===== src/rtl/elrf_pkg.sv =====
// Package: shared types and constants of the ethernet link recovery machine.
package elrf_pkg;

    // Recovery modes
    localparam logic [2:0] M_NORMAL  = 3'd0;
    localparam logic [2:0] M_PENDING = 3'd1;
    localparam logic [2:0] M_SOFT    = 3'd2;
    localparam logic [2:0] M_HARD    = 3'd3;
    localparam logic [2:0] M_FULL    = 3'd4;

    // Result codes
    localparam logic [1:0] RC_IDLE     = 2'd0;
    localparam logic [1:0] RC_RESTORED = 2'd1;
    localparam logic [1:0] RC_REINIT   = 2'd2;

    // Link flag writes
    localparam logic [1:0] LF_LEAVE = 2'd0;
    localparam logic [1:0] LF_CLEAR = 2'd1;
    localparam logic [1:0] LF_SET   = 2'd2;

    // PHY status codes
    localparam logic [1:0] PHY_DOWN = 2'd0;
    localparam logic [1:0] PHY_UP   = 2'd1;

    // Register indexes
    localparam logic [2:0] REG_ENABLE     = 3'd0;
    localparam logic [2:0] REG_POLL       = 3'd1;
    localparam logic [2:0] REG_DOWN_DEB   = 3'd2;
    localparam logic [2:0] REG_ERR_DEB    = 3'd3;
    localparam logic [2:0] REG_SOFT_WAIT  = 3'd4;
    localparam logic [2:0] REG_HARD_WAIT  = 3'd5;

    // Register reset values
    localparam logic [15:0] POLL_RST      = 16'd250;
    localparam logic [15:0] DOWN_DEB_RST  = 16'd1500;
    localparam logic [15:0] ERR_DEB_RST   = 16'd500;
    localparam logic [15:0] SOFT_WAIT_RST = 16'd4000;
    localparam logic [15:0] HARD_WAIT_RST = 16'd5000;

    typedef struct packed {
        logic        enable;
        logic [15:0] poll_interval_ms;
        logic [15:0] down_debounce_ms;
        logic [15:0] error_debounce_ms;
        logic [15:0] soft_wait_ms;
        logic [15:0] hard_wait_ms;
    } cfg_t;

    typedef struct packed {
        logic [1:0] result_code;
        logic       polled;
        logic [1:0] link_flag_write;
        logic       soft_reset_cmd;
        logic       hard_reset_cmd;
        logic       reinit_cmd;
        logic       announce_up;
        logic [2:0] mode_out;
    } res_t;

endpackage


===== src/rtl/elrf_eval.sv =====
// Combinational evaluation of one poll tick against the recovery state.
module elrf_eval
    import elrf_pkg::*;
#(
    parameter int TIME_BITS = 32
)(
    input  cfg_t                 cfg,
    input  logic [2:0]           mode,
    input  logic                 was_down,
    input  logic [TIME_BITS-1:0] phase_start,
    input  logic [TIME_BITS-1:0] last_poll,
    input  logic [TIME_BITS-1:0] now,
    input  logic                 ready,
    input  logic [1:0]           phy,
    input  logic                 soft_ok,
    input  logic                 reinit_ok,
    output res_t                 res,
    output logic [2:0]           mode_next,
    output logic                 was_down_next,
    output logic [TIME_BITS-1:0] phase_start_next,
    output logic [TIME_BITS-1:0] last_poll_next
);

    logic [TIME_BITS-1:0] since_poll;
    logic [TIME_BITS-1:0] since_phase;
    logic                 up;
    logic                 err;
    logic                 eval;
    logic [15:0]          debounce;

    // wrapping subtraction, modulo 2^TIME_BITS
    assign since_poll  = now - last_poll;
    assign since_phase = now - phase_start;
    assign up          = (phy == PHY_UP);
    assign err         = (phy != PHY_UP) && (phy != PHY_DOWN);
    assign debounce    = err ? cfg.error_debounce_ms : cfg.down_debounce_ms;
    assign eval        = cfg.enable && ready &&
                         (since_poll >= TIME_BITS'(cfg.poll_interval_ms));

    always_comb
    begin
        res              = '0;
        mode_next        = mode;
        was_down_next    = was_down;
        phase_start_next = phase_start;
        last_poll_next   = last_poll;

        if (eval)
        begin
            last_poll_next = now;
            res.polled     = 1'b1;
            if (!up)
            begin
                res.link_flag_write = LF_CLEAR;
            end

            unique case (mode)
                M_PENDING:
                begin
                    if (up)
                    begin
                        mode_next = M_NORMAL;
                        if (was_down)
                        begin
                            was_down_next   = 1'b0;
                            res.announce_up = 1'b1;
                            res.result_code = RC_RESTORED;
                        end
                    end
                    else if (since_phase >= TIME_BITS'(debounce))
                    begin
                        res.soft_reset_cmd = 1'b1;
                        if (soft_ok)
                        begin
                            mode_next        = M_SOFT;
                            phase_start_next = now;
                        end
                    end
                end
                M_SOFT, M_HARD, M_FULL:
                begin
                    if (up)
                    begin
                        mode_next           = M_NORMAL;
                        was_down_next       = 1'b0;
                        res.link_flag_write = LF_SET;
                        res.announce_up     = 1'b1;
                        res.result_code     = RC_RESTORED;
                    end
                    else if (mode == M_SOFT)
                    begin
                        if (since_phase >= TIME_BITS'(cfg.soft_wait_ms))
                        begin
                            res.hard_reset_cmd = 1'b1;
                            mode_next          = M_HARD;
                            phase_start_next   = now;
                        end
                    end
                    else if (since_phase >= TIME_BITS'(cfg.hard_wait_ms))
                    begin
                        if (mode == M_HARD)
                        begin
                            res.reinit_cmd = 1'b1;
                            if (reinit_ok)
                            begin
                                mode_next       = M_FULL;
                                res.result_code = RC_REINIT;
                            end
                            else
                            begin
                                mode_next = M_PENDING;
                            end
                        end
                        else
                        begin
                            mode_next = M_PENDING;
                        end
                        phase_start_next = now;
                    end
                end
                default:
                begin
                    // normal, and unused codes treated as normal
                    mode_next = M_NORMAL;
                    if (!up)
                    begin
                        mode_next        = M_PENDING;
                        phase_start_next = now;
                        was_down_next    = 1'b1;
                    end
                end
            endcase
        end

        res.mode_out = mode_next;
    end

endmodule


===== src/rtl/ethernet_link_recovery_fsm.sv =====
// Top level: ethernet link recovery state machine with poll gate and escalation.
//
//  channel | direction | handshake              | payload
//  --------+-----------+------------------------+-------------------------------------
//  in      | to block  | in_valid / in_stall    | now_ms, netif_ready, phy_status,
//          |           |                        | soft_reset_ok, reinit_ok
//  out     | from block| out_valid / out_stall  | result_code, polled, link_flag_write,
//          |           |                        | soft/hard_reset_cmd, reinit_cmd,
//          |           |                        | announce_up, mode_out
//  cfg     | to block  | cfg_we                 | cfg_index, cfg_data
//
// A tick sits in the input register, then moves to the result register and transfers
// out from there; one tick is taken every cycle while out_stall is low. The tick is
// evaluated by short logic (a few subtracts and compares), and the result plus new
// state land together.
// Reset puts the machine in normal mode with both timestamps at zero and loads
// the register defaults. A stalled output holds its result and backs up the
// input register; in_stall rises only when both are full and out_stall is high.
module ethernet_link_recovery_fsm
    import elrf_pkg::*;
#(
    parameter int TIME_BITS = 32
)(
    input  logic        clk,
    input  logic        rst_n,

    input  logic        cfg_we,
    input  logic [2:0]  cfg_index,
    input  logic [15:0] cfg_data,

    input  logic        in_valid,
    output logic        in_stall,
    input  logic [31:0] now_ms,
    input  logic        netif_ready,
    input  logic [1:0]  phy_status,
    input  logic        soft_reset_ok,
    input  logic        reinit_ok,

    output logic        out_valid,
    input  logic        out_stall,
    output logic [1:0]  result_code,
    output logic        polled,
    output logic [1:0]  link_flag_write,
    output logic        soft_reset_cmd,
    output logic        hard_reset_cmd,
    output logic        reinit_cmd,
    output logic        announce_up,
    output logic [2:0]  mode_out
);

    // configuration registers
    cfg_t cfg_reg;

    // recovery state
    logic [2:0]           mode_reg;
    logic                 was_down_reg;
    logic [TIME_BITS-1:0] phase_start_reg;
    logic [TIME_BITS-1:0] last_poll_reg;

    logic [2:0]           mode_next;
    logic                 was_down_next;
    logic [TIME_BITS-1:0] phase_start_next;
    logic [TIME_BITS-1:0] last_poll_next;

    // input register
    logic        item_valid_reg;
    logic [31:0] item_now_reg;
    logic        item_ready_reg;
    logic [1:0]  item_phy_reg;
    logic        item_soft_ok_reg;
    logic        item_reinit_ok_reg;

    // result register
    logic out_valid_reg;
    res_t res_reg;
    res_t res_next;

    logic                 in_xfer;
    logic                 advance;
    logic [TIME_BITS-1:0] now_w;

    // the tick moves into the result register when that register is empty or being read out
    assign advance  = item_valid_reg && (!out_valid_reg || !out_stall);
    assign in_stall = item_valid_reg && !advance;
    assign in_xfer  = in_valid && !in_stall;
    assign now_w    = TIME_BITS'(item_now_reg);

    elrf_eval #(
        .TIME_BITS (TIME_BITS)
    ) u_eval (
        .cfg              (cfg_reg),
        .mode             (mode_reg),
        .was_down         (was_down_reg),
        .phase_start      (phase_start_reg),
        .last_poll        (last_poll_reg),
        .now              (now_w),
        .ready            (item_ready_reg),
        .phy              (item_phy_reg),
        .soft_ok          (item_soft_ok_reg),
        .reinit_ok        (item_reinit_ok_reg),
        .res              (res_next),
        .mode_next        (mode_next),
        .was_down_next    (was_down_next),
        .phase_start_next (phase_start_next),
        .last_poll_next   (last_poll_next)
    );

    // configuration writes; an enable write also drops back to normal
    always_ff @(posedge clk or negedge rst_n)
    begin
        if (!rst_n)
        begin
            cfg_reg.enable            <= 1'b0;
            cfg_reg.poll_interval_ms  <= POLL_RST;
            cfg_reg.down_debounce_ms  <= DOWN_DEB_RST;
            cfg_reg.error_debounce_ms <= ERR_DEB_RST;
            cfg_reg.soft_wait_ms      <= SOFT_WAIT_RST;
            cfg_reg.hard_wait_ms      <= HARD_WAIT_RST;
        end
        else if (cfg_we)
        begin
            unique case (cfg_index)
                REG_ENABLE:    cfg_reg.enable            <= cfg_data[0];
                REG_POLL:      cfg_reg.poll_interval_ms  <= cfg_data;
                REG_DOWN_DEB:  cfg_reg.down_debounce_ms  <= cfg_data;
                REG_ERR_DEB:   cfg_reg.error_debounce_ms <= cfg_data;
                REG_SOFT_WAIT: cfg_reg.soft_wait_ms      <= cfg_data;
                REG_HARD_WAIT: cfg_reg.hard_wait_ms      <= cfg_data;
                default:       ;
            endcase
        end
    end

    // recovery state; config writes must happen only while idle, the block itself does not enforce it
    always_ff @(posedge clk or negedge rst_n)
    begin
        if (!rst_n)
        begin
            mode_reg        <= M_NORMAL;
            was_down_reg    <= 1'b0;
            phase_start_reg <= '0;
            last_poll_reg   <= '0;
        end
        else if (cfg_we && (cfg_index == REG_ENABLE))
        begin
            mode_reg        <= M_NORMAL;
            was_down_reg    <= 1'b0;
            phase_start_reg <= '0;
        end
        else if (advance)
        begin
            mode_reg        <= mode_next;
            was_down_reg    <= was_down_next;
            phase_start_reg <= phase_start_next;
            last_poll_reg   <= last_poll_next;
        end
    end

    // handshake control
    always_ff @(posedge clk or negedge rst_n)
    begin
        if (!rst_n)
        begin
            item_valid_reg <= 1'b0;
            out_valid_reg  <= 1'b0;
        end
        else
        begin
            if (in_xfer)
            begin
                item_valid_reg <= 1'b1;
            end
            else if (advance)
            begin
                item_valid_reg <= 1'b0;
            end

            if (advance)
            begin
                out_valid_reg <= 1'b1;
            end
            else if (!out_stall)
            begin
                out_valid_reg <= 1'b0;
            end
        end
    end

    // payload registers
    always_ff @(posedge clk)
    begin
        if (in_xfer)
        begin
            item_now_reg       <= now_ms;
            item_ready_reg     <= netif_ready;
            item_phy_reg       <= phy_status;
            item_soft_ok_reg   <= soft_reset_ok;
            item_reinit_ok_reg <= reinit_ok;
        end
        if (advance)
        begin
            res_reg <= res_next;
        end
    end

    assign out_valid       = out_valid_reg;
    assign result_code     = res_reg.result_code;
    assign polled          = res_reg.polled;
    assign link_flag_write = res_reg.link_flag_write;
    assign soft_reset_cmd  = res_reg.soft_reset_cmd;
    assign hard_reset_cmd  = res_reg.hard_reset_cmd;
    assign reinit_cmd      = res_reg.reinit_cmd;
    assign announce_up     = res_reg.announce_up;
    assign mode_out        = res_reg.mode_out;

    // an unpolled tick commands nothing
    a_idle_quiet: assert property (@(posedge clk) disable iff (!rst_n)
        (out_valid && !polled) |-> (result_code == RC_IDLE) && !soft_reset_cmd &&
            !hard_reset_cmd && !reinit_cmd && !announce_up &&
            (link_flag_write == LF_LEAVE))
        else $error("idle tick produced a command");

    // announce always goes with a restored code
    a_announce_rc: assert property (@(posedge clk) disable iff (!rst_n)
        (out_valid && announce_up) |-> (result_code == RC_RESTORED))
        else $error("announce without restored code");

    // hard reset always lands in hard-wait
    a_hard_mode: assert property (@(posedge clk) disable iff (!rst_n)
        (out_valid && hard_reset_cmd) |-> (mode_out == M_HARD))
        else $error("hard reset without hard-wait mode");

    // a tick that fails the poll gate leaves the state alone
    a_idle_state: assert property (@(posedge clk) disable iff (!rst_n)
        (advance && !res_next.polled && !cfg_we) |=>
            ($stable(mode_reg) && $stable(last_poll_reg) &&
             $stable(phase_start_reg) && $stable(was_down_reg)))
        else $error("state changed on unpolled tick");

    // the shown mode matches the state the result was computed into
    a_mode_track: assert property (@(posedge clk) disable iff (!rst_n)
        advance |=> (mode_out == mode_reg))
        else $error("mode_out disagrees with state");

endmodule


===== config.mk =====
export PLATFORM = sky130hd
export DESIGN_NAME = ethernet_link_recovery_fsm
export DESIGN_NICKNAME = d
export VERILOG_FILES = /design/src/rtl/elrf_pkg.sv /design/src/rtl/elrf_eval.sv /design/src/rtl/ethernet_link_recovery_fsm.sv
export SDC_FILE = /design/constraint.sdc
export NUM_CORES = 1
export LEC_CHECK = 0
export ABC_AREA = 1
export BUFFER_PORTS_ARGS = -buffer_cell sky130_fd_sc_hd__buf_2
export CORE_ASPECT_RATIO = 0.6
export CORE_MARGIN = 2
export CORE_UTILIZATION = 49
export DETAILED_ROUTE_END_ITERATION = 10
export PLACE_DENSITY = 0.66
export SLEW_MARGIN = 40
export SYNTH_ARGS = -nofsm -noshare
export SYNTH_HDL_FRONTEND = slang
export SYNTH_SLANG_ARGS = --single-unit

===== constraint.sdc =====
create_clock -name clk -period 4.1 [get_ports clk]
set_input_delay 0.82 -clock clk [delete_from_list [all_inputs] [get_ports clk]]
set_output_delay 0.82 -clock clk [all_outputs]
set_load 0.05 [all_outputs]

* After elaboration in Yosys (flattened, before gate mapping)
Index checks and enable logic that the tools add are counted.
** Word-level totals
- Logic and storage cells :: 150
- Bits in registers :: 200
- Output and inout bits :: 14
- Input port bits :: 61
** Operators by class
- Multiplexer cells :: 63
- $add $sub $neg :: 2
- Eq/ne operators :: 19
- $lt $le $gt $ge :: 4
- Bitwise logic cells :: 6
- Reductions and logical operators :: 31
** Operators by type and width (number)
- $mux W32 :: 11
- $ge A32 B16 Y1 :: 4
- $pmux W32 S2 :: 1
- $sub A32 B32 Y32 :: 2
- $mux W3 :: 12
- $mux W1 :: 24
- $mux W2 :: 10
- $mux W16 :: 1
- $eq A3 B2 Y1 const B :: 4
- $reduce_and A2 Y1 :: 6
- $eq A3 B3 Y1 const B :: 3
- $reduce_bool A2 Y1 :: 4
- $reduce_or A4 Y1 :: 2
- $logic_and A1 B1 Y1 :: 7
- $mux W7 :: 1
- $reduce_and A7 Y1 :: 1
- $eq A3 B1 Y1 const B :: 2
- $ne A3 B3 Y1 const B :: 2
- $not A1 Y1 :: 6
- $pmux W3 S2 :: 1
- $reduce_or A3 Y1 :: 2
- $reduce_or A5 Y1 :: 1
- $logic_not A1 Y1 :: 4
- $ne A2 B1 Y1 const B :: 2
- other kinds (12) :: 12

* Depth between registers and ports, before layout
- Word-level depth :: 10
- Mapped depth :: 26
- Depth with buffers taken out :: 26

* Cells and area by module
A second synthesis with hierarchy kept.
** Unflattened totals
- Cell total of the unflattened synthesis :: 2341
- Area total of the unflattened synthesis :: 15738.8 sq um
** Modules (own cells, without submodules)
- elrf_eval :: area an instance 8425.6 sq um, seq. area each 0.0 sq um, instances 1, cells an instance 1694
- ethernet_link_recovery_fsm :: area an instance 7313.3 sq um, seq. area each 5287.6 sq um, instances 1, cells an instance 647

* Worst setup path before layout
No wires, ideal clock.
- Kind :: flip-flop to flip-flop
- From :: register item_now_reg[0]
- To :: register phase_start_reg[2]
- Path slack :: 0.729 ns
- Path buffers :: 1
- Stages on the path, launching flop included :: 23
- Required time :: 3.983 ns
- Period minus slack after synthesis :: 3.371 ns
- Library setup time :: 0.117 ns
- Arrival :: 3.255 ns
- Path through :: edfxtp_1 > inv_1 > ha_1 > inv_1 > fa_1 > nand3_1 > nand2_1 > nand2_1 > nand2_1 > nand2_1 > nand3_1 > xor2_1 > ha_1 > nand4_1 > nor3_1 > a221oi_1 > nand4_2 > nand2_4 > a21oi_2 > nand2_4 > buf_6 > nand2_1 > nand2_1
** On the way
- Longest elaborated chain between the ends :: 5
- Elaborated cells on any way between the ends :: 12
- Classes of those cells :: add/sub: 2; order compare: 4; eq/ne: 3; reduce/logical: 3
** Ends and longest elaborated chain
- start, declared :: RTL line ethernet_link_recovery_fsm.sv:67 : logic [31:0] item_now_reg;
- start signal, assigned :: RTL line ethernet_link_recovery_fsm.sv:194 : item_now_reg <= now_ms;
- $sub A32 B32 Y32 :: RTL line elrf_eval.sv:32 : assign since_poll = now - last_poll;
- $ge A32 B16 Y1 :: RTL line elrf_eval.sv:38 : (since_poll >= TIME_BITS'(cfg.poll_interval_ms));
- $logic_and A1 B1 Y1 :: RTL line elrf_eval.sv:37 : assign eval = cfg.enable && ready &&
- $reduce_bool A2 Y1 (no source line)
- $reduce_and A7 Y1 (no source line) *
- end signal, assigned :: RTL line ethernet_link_recovery_fsm.sv:154 : phase_start_reg <= phase_start_next;
- end, declared :: RTL line ethernet_link_recovery_fsm.sv:57 : logic [TIME_BITS-1:0] phase_start_reg;
Every way passes the cells marked *; elsewhere a longest branch is shown, timed or not.
A chain may end at the register's enable or synchronous reset.

* Worst setup path after layout
- From :: register item_now_reg[9]
- To :: register phase_start_reg[31]
Same word-level chain as after synthesis.

==> results.py <==
metrics = {
    "timing": {
        "tightest_slew_ps": 938,
        "setup_slack_ps": 123,
        "fin_skew_ps": 16.4,
        "fmax_mhz": 251,
        "fin_crit_ps": 3980,
        "finalSetupViolations": 0,
        "slew_headroom_pct": 37.2,
        "fin_crit_sh_pct": 97.0,
        "hold_viol_final": 0,
        "final-max-slew-violation-count": 0,
    },
    "synth": {
        "synth.avg_cell_area_um2": 7.00,
        "synth_top_area_share_pct": 21.0,
        "yosysSeqAreaShare_pct": 36.4,
        "synth_flop_cell": "dfrtp_1",
        "synth.largest_area_cell": "dfrtp_1",
        "syn-num-nets": 2249,
        "synthTopCellsByArea": "dfrtp_1, nand2_1, ha_1",
        "synthCells": 2060,
        "synth_area_um2": 14400,
        "synthDistinctLibCells": 50,
        "ys_ff_latch": 199,
        "ys.warnings.count": 0,
        "async_flop_share_pct": 75.9,
        "synthTopCellsByCount": "nand2_1, inv_1, nor2_1",
        "yosysMostFrequentCell": "nand2_1",
        "synth_edf_count": 48,
    },
    "routing": {
        "dr.first_iter.drc_count": 1341,
        "via_count": 13268,
        "wl_per_cell_um": 17.0,
        "vias_per_cell": 5.24,
        "drc": 0,
        "drtPass1Iterations": 6,
        "antenna_left": 0,
        "routed_wl_um": 43100,
    },
    "global_route": {
        "grt_pass1_wl_um": 65800,
        "gr-usage-met3_pct": 7.64,
        "grt_max_degree": 106,
        "grt_use_total_pct": 28.4,
        "antenna_found_initial": 0,
        "grt_busiest_layer": "met1",
        "met2_usage_pct": 36.6,
        "grt_overflow_total": 0,
        "use_met1_pct": 46.5,
        "grt_pass1_vias": 11726,
    },
    "power": {
        "total_power_w": 0.0120,
        "ir_worst_vdd_mv": 0.380,
        "p_leak_nw": 8.71,
        "power_density_nw_per_um2": 740,
        "switchingPower_w": 0.00592,
        "pwr-share-clk_pct": 14.1,
        "seqPwrFrac_pct": 24.3,
        "swShare_pct": 49.4,
        "combinationalPowerShare_pct": 61.6,
        "intPower_w": 0.00606,
    },
    "place": {
        "post-place-ws_ps": -243,
        "place.gp.congestion": 0.939,
        "portBuffers": 74,
        "dp_hpwl_um": 33900,
    },
    "final_layout": {
        "multi_input_area_um2": 7790,
        "area_delta_synth_final_pct": 12.2,
        "fillers": 2824,
        "fin_nets": 2332,
        "largest_reg_flops": 81,
        "drive_above_1_share_pct": 9.97,
        "seqCellArea_um2": 5260,
        "n_antenna_cell": 0,
    },
    "critical_path": {
        "crit_path_start_kind": "register",
        "cp_slowest_stage_delay_ps": 570,
        "r2r_slack_ps": 120,
        "cp_common_cell": "nand2_1",
        "crit_path_top_delay_cell": "edfxtp_1",
        "worstSetupPathDepth": 19,
        "critical_path_class": "register to register",
        "worstPathArrival_ps": 4370,
        "cpLargestDelayFamily": "simple AND/OR/NAND/NOR gates",
        "cp_max_fo": 16,
        "end_kind": "register",
        "worstRegToRegCells": 19,
        "r2r-end": "phase_start_reg[31]",
        "crit_required_ps": 4490,
        "r2r-start": "item_now_reg[9]",
        "path_cells": "ha_2, nand2_1, inv_1, a21oi_1, nor2_1, nor2_1, nand2_1, xor2_1, ha_1, nand4_1, nor3_2, nand3_1, nand4_2, buf_4, nand2_4, a21oi_4, buf_6, nand3_1, nand2_1",
        "path_buf_inv": 3,
    },
    "clock_network": {
        "cts_hold_buf": 0,
        "clk_pin_slew_ps": 80,
        "insertion_delay_ps": 460,
        "cts_buffers": 17,
        "htreeDepth": 4,
        "cts_tree": "built",
        "clock_sinks": 199,
        "clk_path_buf_depth": 2,
        "cts_root_buf": "clkbuf_16",
    },
    "floorplanning": {
        "die_h_um": 137,
        "die_w_um": 226,
        "core_um2": 28800,
        "dieArea_um2": 30900,
        "initial_core_util_pct": 50.0,
        "num_rows": 48,
        "io_pins": 75,
    },
    "flow_run": {
        "maxCapViolations": 0,
    },
    "hold_path": {
        "hold_path_class": "input pin to async pin",
    },
    "status": {
        "status": "completed",
    },
}
worst max-delay path by stage:
stage / start / end
2_1_floorplan: item_now_reg[0] / phase_start_reg[2]
3_5_place_dp: item_now_reg[7] / phase_start_reg[12]
5_1_grt: item_now_reg[1] / mode_reg[1]
3_3_place_gp: item_now_reg[7] / phase_start_reg[0]
6_report: item_now_reg[9] / phase_start_reg[31]
4_1_cts: item_now_reg[7] / phase_start_reg[31]
stage by stage:
stage,cell area [µm²],hold slack [ps],utilization [%],std cells,TNS (ps)
CTS,15800,445,55.0,2521,0
global placement,15200,452,52.8,2489,-8450
detailed placement,15200,460,52.8,2489,-7550
global route,16200,247,56.1,2531,-70.7
finish,16200,246,56.1,2531,0
floorplan,14400,434,-,2060,0
cell families after synthesis:
kind of cell	count (synthesis)	synth area share [%]
DFF	199	36.4
adders and majority gates	128	11.2
buffers and inverters	427	11.5
xor gates and xnor gates	30	1.82
and+or+nand+nor	1020	29.0
muxes	15	1.04
AOI/OAI and AO/OA	241	9.00
area by class of cell:
type | count | share of cell area [%]
tap | 375 | 2.90
clock buffer | 18 | 2.65
inverter | 393 | 9.18
sequential | 199 | 32.5
multi-input combinational | 1435 | 48.2
clock inverter | 14 | 0.858
timing repair buffer | 97 | 3.75
power by group through the flow:
stage               clock (W)  combinational [W]  sequential (W)
floorplan                   0            0.00505         0.00287
global placement            0            0.00679         0.00293
detailed placement          0            0.00689         0.00292
CTS                   0.00171            0.00699         0.00289
global route          0.00179            0.00834         0.00296
finish                0.00169            0.00737         0.00291
placed cells by master, fill, tap and decap left out, types with 6 or more instances in the layout:
| cell | instances |
|---|---|
| a21oi_1 | 74 |
| buf_2 | 73 |
| buf_4 | 19 |
| clkbuf_16 | 18 |
| dfrtp_1 | 121 |
| dfstp_2 | 30 |
| edfxtp_1 | 48 |
| ha_1 | 117 |
| ha_4 | 6 |
| inv_1 | 388 |
| mux2i_1 | 15 |
| nand2_1 | 661 |
| nand2_2 | 8 |
| nand3_1 | 101 |
| nand3_2 | 7 |
| nand4_1 | 30 |
| nor2_1 | 168 |
| nor3_1 | 13 |
| o21ai_0 | 123 |
| o21ai_1 | 7 |
| o21bai_1 | 21 |
| xor2_1 | 21 |
| xor2_2 | 6 |
repair_timing:
item	in CTS	in global routing
cloned	0	2
gates resized for setup	7	45
endpoints found under the setup margin	37	73
buffers inserted	0	7
pin swaps	0	5
layer usage:
| layer | share of wire [%] | vias up |
|---|---|---|
| met5 | 0 | - |
| met3 | 9.4 | 39 |
| met1 | 53 | 6119 |
| li1 | - | 6627 |
| met2 | 37 | 483 |
| met4 | 1.1 | 0 |
Power figures use the tool's default switching activity.
